<file path="src/rtl/core/top_three_jet_selector_unit_defines.svh">
// assertion macros for the top three jet selector
// no dependencies; included by the top level, which carries the checks
`ifndef TOP_THREE_JET_SELECTOR_UNIT_DEFINES_SVH
`define TOP_THREE_JET_SELECTOR_UNIT_DEFINES_SVH

// same-cycle implication, disabled in reset
`define TTJS_ASSERT_IMPL(label, clk, rst, ante, cons, msg) \
   label: assert property (@(posedge clk) disable iff (rst) (ante) |-> (cons)) \
      else $error(msg);

// next-cycle implication, disabled in reset
`define TTJS_ASSERT_NEXT(label, clk, rst, ante, cons, msg) \
   label: assert property (@(posedge clk) disable iff (rst) (ante) |=> (cons)) \
      else $error(msg);

`endif

</file>
<file path="src/rtl/core/ttjs_pkg.sv">
// shared constants and types for the top three jet selector
// no dependencies; used by the interfaces, the slot cell and the top level
package ttjs_pkg;

   localparam int PT_BITS_DEF   = 16;
   localparam int ETA_BITS      = 12;
   localparam int PHI_BITS      = 11;
   localparam int ANGLE_BITS    = 10;
   localparam int NSLOTS        = 3;
   localparam int CSR_IDX_BITS  = 1;
   localparam int CSR_DATA_BITS = 10;

   localparam logic [CSR_IDX_BITS-1:0] CSR_SIM_MODE  = 1'b0;
   localparam logic [CSR_IDX_BITS-1:0] CSR_MAX_ANGLE = 1'b1;

   localparam logic [ANGLE_BITS-1:0] MAX_ANGLE_RST = 10'd205;

   // what one cell tells the cell below it
   typedef struct packed {
      logic take;
      logic filled;
   } link_type;

endpackage

</file>
<file path="src/rtl/core/ttjs_req_if.sv">
// request channel: one jet per item
// depends on ttjs_pkg
interface ttjs_req_if #(
   parameter int PT_BITS = ttjs_pkg::PT_BITS_DEF
);
   import ttjs_pkg::*;

   logic                        valid;
   logic                        ready;
   logic [PT_BITS-1:0]          reco_pt;
   logic signed [ETA_BITS-1:0]  reco_eta;
   logic signed [PHI_BITS-1:0]  reco_phi;
   logic [PT_BITS-1:0]          gen_pt;
   logic [ANGLE_BITS-1:0]       match_angle;
   logic                        last_jet;

   modport source (
      output valid, reco_pt, reco_eta, reco_phi, gen_pt, match_angle, last_jet,
      input  ready
   );

   modport sink (
      input  valid, reco_pt, reco_eta, reco_phi, gen_pt, match_angle, last_jet,
      output ready
   );

endinterface

</file>
<file path="src/rtl/core/ttjs_rsp_if.sv">
// response channel: the three ranked jets of one event per item
// depends on ttjs_pkg
interface ttjs_rsp_if #(
   parameter int PT_BITS = ttjs_pkg::PT_BITS_DEF
);
   import ttjs_pkg::*;

   logic                        valid;
   logic                        ready;
   logic [PT_BITS-1:0]          first_pt;
   logic signed [ETA_BITS-1:0]  first_eta;
   logic signed [PHI_BITS-1:0]  first_phi;
   logic [PT_BITS-1:0]          first_gen_pt;
   logic [PT_BITS-1:0]          second_pt;
   logic signed [ETA_BITS-1:0]  second_eta;
   logic signed [PHI_BITS-1:0]  second_phi;
   logic [PT_BITS-1:0]          second_gen_pt;
   logic [PT_BITS-1:0]          third_pt;
   logic signed [ETA_BITS-1:0]  third_eta;
   logic signed [PHI_BITS-1:0]  third_phi;
   logic [PT_BITS-1:0]          third_gen_pt;

   modport source (
      output valid,
      output first_pt, first_eta, first_phi, first_gen_pt,
      output second_pt, second_eta, second_phi, second_gen_pt,
      output third_pt, third_eta, third_phi, third_gen_pt,
      input  ready
   );

   modport sink (
      input  valid,
      input  first_pt, first_eta, first_phi, first_gen_pt,
      input  second_pt, second_eta, second_phi, second_gen_pt,
      input  third_pt, third_eta, third_phi, third_gen_pt,
      output ready
   );

endinterface

</file>
<file path="src/rtl/core/top_three_jet_selector_unit.sv">
// top level of the top three jet selector: csr block, slot chain, output register
// depends on ttjs_pkg, ttjs_req_if, ttjs_rsp_if, ttjs_cell and the defines header
//
// The req channel takes one jet per item: reco pt, eta, phi, generator pt,
// match angle and a last-of-event flag. A chain of three slot cells keeps the
// best three kept jets of the event, ordered by reco pt then by new_gen
// (generator pt in sim mode, reco pt in data mode), earlier jet first on a
// full tie. Every cell compares the new jet against its own slot in the same
// cycle and hands its old jet to the cell below. A jet with last_jet set is
// ranked first if kept, then the three slots go to the rsp channel as one
// item (empty slots read as zero) and the chain clears. Throughput: one jet
// per cycle, back to back, also across event boundaries, while rsp is not
// stalled. The rsp item becomes valid in the cycle after the last jet is
// accepted, via the single compare per cell and the rsp output register.
// While rsp is held valid and not taken, req.ready stays low, else high.
// csr writes set sim_mode and max_angle. Reset (synchronous) empties all
// slots, drops rsp.valid, sets sim_mode to data mode and max_angle to 205.
`include "top_three_jet_selector_unit_defines.svh"

module top_three_jet_selector_unit #(
   parameter int PT_BITS = ttjs_pkg::PT_BITS_DEF
) (
   input  logic                                   clock,
   input  logic                                   reset,
   ttjs_req_if.sink                               req,
   ttjs_rsp_if.source                             rsp,
   input  logic                                   csr_wr_en,
   input  logic [ttjs_pkg::CSR_IDX_BITS-1:0]      csr_index,
   input  logic [ttjs_pkg::CSR_DATA_BITS-1:0]     csr_data
);
   import ttjs_pkg::*;

   logic                    sim_mode_ff;
   logic [ANGLE_BITS-1:0]   max_angle_ff;
   logic                    accept;
   logic                    keep;
   logic                    ins_valid;
   logic                    clear;
   logic [PT_BITS-1:0]      new_gen;
   logic                    rsp_valid_ff;

   link_type                   link_a   [0:NSLOTS];
   logic [PT_BITS-1:0]         pt_a     [0:NSLOTS];
   logic signed [ETA_BITS-1:0] eta_a    [0:NSLOTS];
   logic signed [PHI_BITS-1:0] phi_a    [0:NSLOTS];
   logic [PT_BITS-1:0]         gen_a    [0:NSLOTS];
   logic                       filled_n [NSLOTS];
   logic [PT_BITS-1:0]         pt_n     [NSLOTS];
   logic signed [ETA_BITS-1:0] eta_n    [NSLOTS];
   logic signed [PHI_BITS-1:0] phi_n    [NSLOTS];
   logic [PT_BITS-1:0]         gen_n    [NSLOTS];

   logic [PT_BITS-1:0]         out_pt_ff  [NSLOTS];
   logic signed [ETA_BITS-1:0] out_eta_ff [NSLOTS];
   logic signed [PHI_BITS-1:0] out_phi_ff [NSLOTS];
   logic [PT_BITS-1:0]         out_gen_ff [NSLOTS];
   logic [NSLOTS-1:0]          filled_vec;

   // configuration registers
   always_ff @(posedge clock) begin
      if (reset) begin
         sim_mode_ff  <= 1'b0;
         max_angle_ff <= MAX_ANGLE_RST;
      end else if (csr_wr_en) begin
         case (csr_index)
            CSR_SIM_MODE: begin
               sim_mode_ff <= csr_data[0];
            end
            CSR_MAX_ANGLE: begin
               max_angle_ff <= csr_data[ANGLE_BITS-1:0];
            end
            default: begin
            end
         endcase
      end
   end

   assign req.ready = !rsp_valid_ff || rsp.ready;
   assign accept    = req.valid && req.ready;
   assign keep      = !sim_mode_ff ||
                      ((req.match_angle != '0) && (req.match_angle < max_angle_ff));
   assign new_gen   = sim_mode_ff ? req.gen_pt : req.reco_pt;
   assign ins_valid = accept && keep;
   assign clear     = accept && req.last_jet;

   // top of the chain sees an empty neighbour that never takes
   assign link_a[0] = '0;
   assign pt_a[0]   = '0;
   assign eta_a[0]  = '0;
   assign phi_a[0]  = '0;
   assign gen_a[0]  = '0;

   for (genvar i = 0; i < NSLOTS; i++) begin : g_cell
      ttjs_cell #(
         .PT_BITS (PT_BITS)
      ) u_cell (
         .clock      (clock),
         .reset      (reset),
         .ins_valid  (ins_valid),
         .clear      (clear),
         .new_pt     (req.reco_pt),
         .new_eta    (req.reco_eta),
         .new_phi    (req.reco_phi),
         .new_gen    (new_gen),
         .prev_link  (link_a[i]),
         .prev_pt    (pt_a[i]),
         .prev_eta   (eta_a[i]),
         .prev_phi   (phi_a[i]),
         .prev_gen   (gen_a[i]),
         .link       (link_a[i+1]),
         .slot_pt    (pt_a[i+1]),
         .slot_eta   (eta_a[i+1]),
         .slot_phi   (phi_a[i+1]),
         .slot_gen   (gen_a[i+1]),
         .nxt_filled (filled_n[i]),
         .nxt_pt     (pt_n[i]),
         .nxt_eta    (eta_n[i]),
         .nxt_phi    (phi_n[i]),
         .nxt_gen    (gen_n[i])
      );

      assign filled_vec[i] = link_a[i+1].filled;

      always_ff @(posedge clock) begin
         if (clear) begin
            out_pt_ff[i]  <= filled_n[i] ? pt_n[i]  : '0;
            out_eta_ff[i] <= filled_n[i] ? eta_n[i] : '0;
            out_phi_ff[i] <= filled_n[i] ? phi_n[i] : '0;
            out_gen_ff[i] <= filled_n[i] ? gen_n[i] : '0;
         end
      end
   end

   always_ff @(posedge clock) begin
      if (reset) begin
         rsp_valid_ff <= 1'b0;
      end else if (clear) begin
         rsp_valid_ff <= 1'b1;
      end else if (rsp.ready) begin
         rsp_valid_ff <= 1'b0;
      end
   end

   assign rsp.valid         = rsp_valid_ff;
   assign rsp.first_pt      = out_pt_ff[0];
   assign rsp.first_eta     = out_eta_ff[0];
   assign rsp.first_phi     = out_phi_ff[0];
   assign rsp.first_gen_pt  = out_gen_ff[0];
   assign rsp.second_pt     = out_pt_ff[1];
   assign rsp.second_eta    = out_eta_ff[1];
   assign rsp.second_phi    = out_phi_ff[1];
   assign rsp.second_gen_pt = out_gen_ff[1];
   assign rsp.third_pt      = out_pt_ff[2];
   assign rsp.third_eta     = out_eta_ff[2];
   assign rsp.third_phi     = out_phi_ff[2];
   assign rsp.third_gen_pt  = out_gen_ff[2];

   `TTJS_ASSERT_NEXT(a_last_gives_rsp, clock, reset, clear, rsp_valid_ff, "last jet gave no rsp item")
   `TTJS_ASSERT_NEXT(a_last_clears, clock, reset, clear, filled_vec == '0, "slots not cleared after last jet")
   `TTJS_ASSERT_IMPL(a_fill_packed, clock, reset, 1'b1, (filled_vec == 3'b000) || (filled_vec == 3'b001) || (filled_vec == 3'b011) || (filled_vec == 3'b111), "slot fill has a hole")
   `TTJS_ASSERT_IMPL(a_rank_12, clock, reset, filled_vec[1], pt_a[1] >= pt_a[2], "slots one and two out of order")
   `TTJS_ASSERT_IMPL(a_rank_23, clock, reset, filled_vec[2], pt_a[2] >= pt_a[3], "slots two and three out of order")

endmodule

</file>
<file path="src/rtl/core/ttjs_cell.sv">
// one ranked slot of the selector chain: compares the new jet, shifts down
// depends on ttjs_pkg
module ttjs_cell #(
   parameter int PT_BITS = ttjs_pkg::PT_BITS_DEF
) (
   input  logic                                  clock,
   input  logic                                  reset,
   input  logic                                  ins_valid,
   input  logic                                  clear,
   input  logic [PT_BITS-1:0]                    new_pt,
   input  logic signed [ttjs_pkg::ETA_BITS-1:0]  new_eta,
   input  logic signed [ttjs_pkg::PHI_BITS-1:0]  new_phi,
   input  logic [PT_BITS-1:0]                    new_gen,
   input  ttjs_pkg::link_type                    prev_link,
   input  logic [PT_BITS-1:0]                    prev_pt,
   input  logic signed [ttjs_pkg::ETA_BITS-1:0]  prev_eta,
   input  logic signed [ttjs_pkg::PHI_BITS-1:0]  prev_phi,
   input  logic [PT_BITS-1:0]                    prev_gen,
   output ttjs_pkg::link_type                    link,
   output logic [PT_BITS-1:0]                    slot_pt,
   output logic signed [ttjs_pkg::ETA_BITS-1:0]  slot_eta,
   output logic signed [ttjs_pkg::PHI_BITS-1:0]  slot_phi,
   output logic [PT_BITS-1:0]                    slot_gen,
   output logic                                  nxt_filled,
   output logic [PT_BITS-1:0]                    nxt_pt,
   output logic signed [ttjs_pkg::ETA_BITS-1:0]  nxt_eta,
   output logic signed [ttjs_pkg::PHI_BITS-1:0]  nxt_phi,
   output logic [PT_BITS-1:0]                    nxt_gen
);
   import ttjs_pkg::*;

   logic                       filled_ff, filled_in;
   logic [PT_BITS-1:0]         pt_ff, pt_in;
   logic signed [ETA_BITS-1:0] eta_ff, eta_in;
   logic signed [PHI_BITS-1:0] phi_ff, phi_in;
   logic [PT_BITS-1:0]         gen_ff, gen_in;
   logic                       outranks;
   logic                       take;

   assign outranks = (new_pt > pt_ff) || ((new_pt == pt_ff) && (new_gen > gen_ff));
   assign take     = ins_valid && (!filled_ff || outranks);

   always_comb begin
      filled_in = filled_ff;
      pt_in     = pt_ff;
      eta_in    = eta_ff;
      phi_in    = phi_ff;
      gen_in    = gen_ff;
      if (prev_link.take) begin
         // the slot above takes the new jet, so its old jet moves down
         filled_in = prev_link.filled;
         pt_in     = prev_pt;
         eta_in    = prev_eta;
         phi_in    = prev_phi;
         gen_in    = prev_gen;
      end else if (take) begin
         filled_in = 1'b1;
         pt_in     = new_pt;
         eta_in    = new_eta;
         phi_in    = new_phi;
         gen_in    = new_gen;
      end
   end

   always_ff @(posedge clock) begin
      if (reset) begin
         filled_ff <= 1'b0;
      end else if (clear) begin
         filled_ff <= 1'b0;
      end else begin
         filled_ff <= filled_in;
      end
   end

   always_ff @(posedge clock) begin
      pt_ff  <= pt_in;
      eta_ff <= eta_in;
      phi_ff <= phi_in;
      gen_ff <= gen_in;
   end

   assign link.take   = take;
   assign link.filled = filled_ff;
   assign slot_pt     = pt_ff;
   assign slot_eta    = eta_ff;
   assign slot_phi    = phi_ff;
   assign slot_gen    = gen_ff;
   assign nxt_filled  = filled_in;
   assign nxt_pt      = pt_in;
   assign nxt_eta     = eta_in;
   assign nxt_phi     = phi_in;
   assign nxt_gen     = gen_in;

endmodule
</file>
<file path="src/flat_wrapper.sv">
// flat-port wrapper written by rule: the top's interface ports become plain ports
module top_three_jet_selector_unit_flat import ttjs_pkg::*;
#(
   parameter int PT_BITS = ttjs_pkg::PT_BITS_DEF
)
  (clock, reset, csr_wr_en, csr_index, csr_data, req_valid, req_reco_pt, req_reco_eta, req_reco_phi, req_gen_pt, req_match_angle, req_last_jet, req_ready, rsp_valid, rsp_first_pt, rsp_first_eta, rsp_first_phi, rsp_first_gen_pt, rsp_second_pt, rsp_second_eta, rsp_second_phi, rsp_second_gen_pt, rsp_third_pt, rsp_third_eta, rsp_third_phi, rsp_third_gen_pt, rsp_ready);
  ttjs_req_if #(.PT_BITS(PT_BITS)) req_i ();
  ttjs_rsp_if #(.PT_BITS(PT_BITS)) rsp_i ();
  input  logic clock;
  input  logic reset;
  input  logic csr_wr_en;
  input  logic [ttjs_pkg::CSR_IDX_BITS-1:0] csr_index;
  input  logic [ttjs_pkg::CSR_DATA_BITS-1:0] csr_data;
  input wire logic [$bits(req_i.valid)-1:0] req_valid;
  input wire logic [$bits(req_i.reco_pt)-1:0] req_reco_pt;
  input wire logic [$bits(req_i.reco_eta)-1:0] req_reco_eta;
  input wire logic [$bits(req_i.reco_phi)-1:0] req_reco_phi;
  input wire logic [$bits(req_i.gen_pt)-1:0] req_gen_pt;
  input wire logic [$bits(req_i.match_angle)-1:0] req_match_angle;
  input wire logic [$bits(req_i.last_jet)-1:0] req_last_jet;
  output wire logic [$bits(req_i.ready)-1:0] req_ready;
  output wire logic [$bits(rsp_i.valid)-1:0] rsp_valid;
  output wire logic [$bits(rsp_i.first_pt)-1:0] rsp_first_pt;
  output wire logic [$bits(rsp_i.first_eta)-1:0] rsp_first_eta;
  output wire logic [$bits(rsp_i.first_phi)-1:0] rsp_first_phi;
  output wire logic [$bits(rsp_i.first_gen_pt)-1:0] rsp_first_gen_pt;
  output wire logic [$bits(rsp_i.second_pt)-1:0] rsp_second_pt;
  output wire logic [$bits(rsp_i.second_eta)-1:0] rsp_second_eta;
  output wire logic [$bits(rsp_i.second_phi)-1:0] rsp_second_phi;
  output wire logic [$bits(rsp_i.second_gen_pt)-1:0] rsp_second_gen_pt;
  output wire logic [$bits(rsp_i.third_pt)-1:0] rsp_third_pt;
  output wire logic [$bits(rsp_i.third_eta)-1:0] rsp_third_eta;
  output wire logic [$bits(rsp_i.third_phi)-1:0] rsp_third_phi;
  output wire logic [$bits(rsp_i.third_gen_pt)-1:0] rsp_third_gen_pt;
  input wire logic [$bits(rsp_i.ready)-1:0] rsp_ready;
  assign req_i.valid = req_valid;
  assign req_i.reco_pt = req_reco_pt;
  assign req_i.reco_eta = req_reco_eta;
  assign req_i.reco_phi = req_reco_phi;
  assign req_i.gen_pt = req_gen_pt;
  assign req_i.match_angle = req_match_angle;
  assign req_i.last_jet = req_last_jet;
  assign req_ready = req_i.ready;
  assign rsp_valid = rsp_i.valid;
  assign rsp_first_pt = rsp_i.first_pt;
  assign rsp_first_eta = rsp_i.first_eta;
  assign rsp_first_phi = rsp_i.first_phi;
  assign rsp_first_gen_pt = rsp_i.first_gen_pt;
  assign rsp_second_pt = rsp_i.second_pt;
  assign rsp_second_eta = rsp_i.second_eta;
  assign rsp_second_phi = rsp_i.second_phi;
  assign rsp_second_gen_pt = rsp_i.second_gen_pt;
  assign rsp_third_pt = rsp_i.third_pt;
  assign rsp_third_eta = rsp_i.third_eta;
  assign rsp_third_phi = rsp_i.third_phi;
  assign rsp_third_gen_pt = rsp_i.third_gen_pt;
  assign rsp_i.ready = rsp_ready;
  top_three_jet_selector_unit #(.PT_BITS(PT_BITS)) u_core (.clock(clock), .reset(reset), .req(req_i), .rsp(rsp_i), .csr_wr_en(csr_wr_en), .csr_index(csr_index), .csr_data(csr_data));
endmodule
</file>
<file path="config.mk">
export PLATFORM = sky130hd
export DESIGN_NAME = top_three_jet_selector_unit_flat
export DESIGN_NICKNAME = d
export VERILOG_FILES = /design/src/rtl/core/ttjs_pkg.sv /design/src/rtl/core/ttjs_req_if.sv /design/src/rtl/core/ttjs_rsp_if.sv /design/src/rtl/core/top_three_jet_selector_unit.sv /design/src/rtl/core/ttjs_cell.sv /design/src/flat_wrapper.sv
export VERILOG_INCLUDE_DIRS = /design/src /design/src/rtl/core
export SDC_FILE = /design/constraint.sdc
export NUM_CORES = 1
export LEC_CHECK = 0
export BUFFER_PORTS_ARGS = -buffer_cell sky130_fd_sc_hd__buf_2
export CAP_MARGIN = 30
export CELL_PAD_IN_SITES_DETAIL_PLACEMENT = 0
export CELL_PAD_IN_SITES_GLOBAL_PLACEMENT = 1
export CORE_ASPECT_RATIO = 1.75
export CORE_MARGIN = 2
export CORE_UTILIZATION = 50
export CTS_BUF_LIST = sky130_fd_sc_hd__clkbuf_4
export DETAILED_ROUTE_END_ITERATION = 7
export PLACE_DENSITY = 0.95
export RECOVER_POWER = 25
export SLEW_MARGIN = 20
export SYNTH_ARGS = -nofsm -noshare
export SYNTH_HDL_FRONTEND = slang
export SYNTH_SLANG_ARGS = --single-unit
</file>
<file path="constraint.sdc">
create_clock -name clock -period 12.6 [get_ports clock]
set_clock_uncertainty 0.15 [all_clocks]
set_input_delay 0.63 -clock clock [delete_from_list [all_inputs] [get_ports clock]]
set_output_delay 0.63 -clock clock [all_outputs]
set_load 0.05 [all_outputs]
</file>
* Yosys cells after proc, flatten, opt, wreduce, memory -nomap -nowiden
Memories as Yosys holds them, arrays and structs flattened. Cells that the tools add are included.
Storage, ports and cells: word-level logic and storage cells 103, bits in writable memories 165, output and inout bits 167, memories kept 4, input port bits 82, register bits 180
Memories:
- u_core.out_gen_ff | words 3, bits a word 16, read ports 3, clocked after memory_dff 0, write ports 3, line top_three_jet_selector_unit.sv:56 | logic [PT_BITS-1:0] out_gen_ff [NSLOTS];
- u_core.out_pt_ff | words 3, bits a word 16, read ports 3, clocked after memory_dff 0, write ports 3, line top_three_jet_selector_unit.sv:53 | logic [PT_BITS-1:0] out_pt_ff [NSLOTS];
- u_core.out_eta_ff | words 3, bits a word 12, read ports 3, clocked after memory_dff 0, write ports 3, line top_three_jet_selector_unit.sv:54 | logic signed [ETA_BITS-1:0] out_eta_ff [NSLOTS];
- u_core.out_phi_ff | words 3, bits a word 11, read ports 3, clocked after memory_dff 0, write ports 3, line top_three_jet_selector_unit.sv:55 | logic signed [PHI_BITS-1:0] out_phi_ff [NSLOTS];
Cells by class: muxes and demuxes 42, reductions and logical operators 28, order comparisons 7, equality and inequality tests 3, bitwise logic cells 1
Operators with widths (number):
- $mux 16 | 17
- $gt 16x16->1 | 6
- $mux 12 | 8
- $mux 11 | 8
- $eq 16x16->1 | 3
- $logic_and 1x1->1 | 10
- $lt 10x10->1 | 1
- $reduce_bool 10->1 | 1
- $mux 1 | 9
- $logic_or 1x1->1 | 8
- $logic_not 1->1 | 5
- $reduce_and 2->1 | 2
- $reduce_bool 2->1 | 1
- $reduce_or 2->1 | 1
- $not 1->1 | 1

* Logic depth before layout (Yosys ltp)
depth in word-level cells 9, depth in mapped cells 14, depth with buffers taken out 10

* By module
From an unflattened synthesis, not the netlist that was laid out.
Second synthesis, totals: cells, all modules 1844, area, all modules 18223.7 um^2
Modules (own cells, without submodules):
- ttjs_cell (u_core.g_cell[0].u_cell ...) | seq. area each 1121.1 um^2, cells an instance 434, times used 2, area an instance 3575.9 um^2
- top_three_jet_selector_unit | seq. area each 5195.0 um^2, cells an instance 457, times used 1, area an instance 6952.9 um^2
- ttjs_cell (u_core.g_cell[2].u_cell) | seq. area each 1121.1 um^2, cells an instance 519, times used 1, area an instance 4119.0 um^2

* Least setup slack after synthesis
Ideal clock, no wire load.
path type in2reg, start input rsp_ready, end memory u_core.out_eta_ff[0][0], enable pin, required time 11.931 ns, setup time 0.519 ns, stages 3, arrival 4.510 ns, path buffers 0, setup slack 7.421 ns, path through nand2b_1 nand3_1 inv_1
RTL lines:
- start: declaration | line flat_wrapper.sv:35 | input wire logic [$bits(rsp_i.ready)-1:0] rsp_ready;
- end: declaration | line top_three_jet_selector_unit.sv:54

==> flow_summary.toml <==
[timing]
timing.final.crit_share_pct = 46.8
hold_viol = 0
setup_viol = 0
min_period_ns = 5.89
slew_headroom_pct = -173
worst_slack_ns = 6.71
rsz0062_at_grt = "no"
drv_slew = 89
worst_pin_slew_ns = 4.07
clock.fmax_mhz = 170
tns_ns = 0

[yosys]
synth_top_family_by_area = "compound AO/OA/AOI/OAI gates"
syn_area_sq_um = 16400
synth-simple-area-share_pct = 11.9
seq_area_frac_synth_pct = 52.2
yosysWarnings = 0
synth_nets = 1785
avgSynthCellArea_sq_um = 10.3
synthMuxAreaShare_pct = 3.66
synthCells = 1598
synth_xor_xnor_area_share_pct = 0
synth_edf_count = 165
ys_ff_latch = 345
async_reset_ff_share_pct = 0
synth_fa_ha_area_share_pct = 8.01
ys.flop_type = "dfxtp_1"
synth_cell_types = 64
synth_compound_area_share_pct = 18.7

[hold_path]
hp-start = "req_last_jet"
holdPathEnd = "u_core.rsp.valid$_SDFFE_PP0P_"
whs_path_depth = 3
hp-class = "in -> reg"

[critical_path]
rrSetupSlack_ns = 6.71
r2r.worst_path.cells = 5
worstPathArrival_ns = 6.22
rr_endpoint = "u_core.out_phi_ff[0][17]$_SDFFCE_PN0P_"
cp-start-kind = "register"
cp-end-kind = "register"
startpoint = "u_core.rsp.valid$_SDFFE_PP0P_"
critical_path_class = "reg -> reg"
worst-path-max-fanout = 88
reg2reg_from = "u_core.rsp.valid$_SDFFE_PP0P_"
cp.required_ns = 12.93

[pwr]
combPwrFrac_pct = 26.9
p_per_area_nw_per_um2 = 170
power_mw = 3.26
swShare_pct = 35.8
power_frac_seq_pct = 45.5
power_frac_clock_pct = 27.6
power_leakage_nw = 8.19
ir_worst_vdd_v = 0.000102
switchingPower_mw = 1.17
p_int_mw = 2.09

[route]
ant_nets = 0
via_count = 13694
wl_per_cell_um = 20.9
vias_per_cell = 5.81
drtIter0Drc = 850
dr.pass1.iters = 8
routed_wl_um = 49400
drc = 0

[grt]
grt.total_usage_pct = 28.6
grt_overflow = 0
grt_pass1_vias = 13903
grt_max_degree = 172
grt_pass1_wl_um = 75200
antenna_found_initial = 2

[final_layout]
num-fill-cells = 2810
fin_nets = 2074
layout_common_cells = "nand2_1, dfxtp_1, buf_2"
syn2layout_area_growth_pct = 16.9
drive_above_1_share_pct = 19.7
final_common_cell = "nand2_1"

[status]
status = "finished with violations"
violations = "capacitance limit, slew limit"

[job]
maxCapViolCount = 1

[die]
start_util_pct = 50.7
io_pins = 249
die_y_um = 244
rows = 87
core_area_sq_um = 32300
die_w_um = 141
die-area_sq_um = 34300

[clock_network]
cts_resized = 0
cts_root_buf = "clkbuf_4"
numCtsBuffers = 81
clk_latency_ns = 0.77
cts_buffer_depth = 3
cts_sinks = 345
path_clk_slew_ns = 0.07
tritoncts = "yes"
ctsHtreeMaxLevel = 3

[placed_design]
globalplace.congestion = 0.930
io_buffers = 248
place_ws_ns = 7.45
dp_hpwl_um = 33600
==> worst max-delay path by stage <==
stage	to	slack [ns]	cells after the start
6_report	u_core.out_phi_ff[0][17]$_SDFFCE_PN0P_	6.71	5
5_1_grt	u_core.out_eta_ff[0][4]$_SDFFCE_PN0P_	6.23	5
3_5_place_dp	u_core.out_phi_ff[0][19]$_SDFFCE_PN0P_	7.45	11
4_1_cts	u_core.out_phi_ff[0][14]$_SDFFCE_PN0P_	7.46	11
3_3_place_gp	u_core.out_phi_ff[0][21]$_SDFFCE_PN0P_	7.54	11
2_1_floorplan	u_core.out_eta_ff[0][0]$_SDFFCE_PN0P_	7.42	3
==> metal layers <==
metal,track usage [%],part of all wire (%),vias up
met5,0,0,-
met3,5.50,5.8,155
met4,20.6,6.9,0
met2,50.7,51,519
li1,-,-,6453
met1,29.8,36,6567
==> logic make-up after synthesis <==
family,Yosys count
buf+inv,199
fa+ha+maj,105
mux,58
flops,345
compound gates,433
simple gates,458
==> Yosys cell counts, types with 17 or more instances <==
cell type	instances	share of area (%)
a211oi_1	43	2.0
a21oi_1	119	3.6
a22o_1	53	2.8
a311oi_1	29	1.5
a31oi_1	39	1.5
and2_1	17	0.65
buf_2	42	1.3
clkbuf_1	33	0.75
dfxtp_1	180	22
edfxtp_1	165	30
ha_1	105	8.0
inv_1	105	2.4
mux2i_1	42	2.6
nand2_1	269	6.2
nand4_1	22	0.84
nor2_1	101	2.3
o21ai_0	36	1.1
o21ai_1	36	1.1
==> final cells by class <==
class | count | area [sq um] | share of cell area [%]
inverters | 105 | 395 | 2.06
well taps | 400 | 500 | 2.61
flip-flops and latches | 345 | 8560 | 44.6
clock inverters | 30 | 123 | 0.639
diodes | 2 | 5.00 | 0.0261
multi-input cells | 1054 | 7000 | 36.5
clock buffers | 120 | 901 | 4.70
repair buffers | 300 | 1700 | 8.86
==> registers in the layout (all words and copies together), names as in the netlist <==
name,cells
u_core.g_cell.u_cell.filled_ff,3
u_core.g_cell.u_cell.slot_phi,33
u_core.max_angle_ff,10
u_core.g_cell.u_cell.slot_eta,36
u_core.out_gen_ff,48
u_core.out_eta_ff,36
u_core.out_pt_ff,48
u_core.g_cell.u_cell.slot_gen,48
u_core.out_phi_ff,33
u_core.g_cell.u_cell.slot_pt,48
u_core.sim_mode_ff,1
u_core.rsp.valid,1
==> power by group through the flow <==
stage | logic, mW | clock network, mW | registers [mW]
after floorplan | 0.536 | 0 | 1.56
after global placement | 0.831 | 0 | 1.50
after detailed placement | 0.859 | 0 | 1.50
after CTS | 0.872 | 0.922 | 1.48
after global routing | 0.962 | 0.975 | 1.50
final | 0.875 | 0.900 | 1.48
==> metrics by stage <==
stage | cells | cell area (sq um) | hold slack (ns) | utilization [%]
floorplan | 1598 | 16400 | 0.286 | -
global placement | 2163 | 17800 | 0.294 | 55.0
detailed placement | 2166 | 17900 | 0.297 | 55.3
CTS | 2354 | 19300 | 0.00283 | 59.6
global route | 2356 | 19200 | 0.0181 | 59.3
finish | 2356 | 19200 | 0.0680 | 59.3
==> worst max-delay path: stages (launching register included) <==
cell and delay (ns):
dfxtp_1 0.32, nand2b_1 0.11, nand3_1 0.17, clkinvlp_2 3.01
buf_4 1.42, buf_16 0.29
==> what timing repair did <==
action	CTS	global route
endpoints found under the hold margin	54	0
setup buffers	0	0
hold buffers	38	0
setup endpoints to repair	0	0
Note: power is estimated with default switching activity, not from simulation.
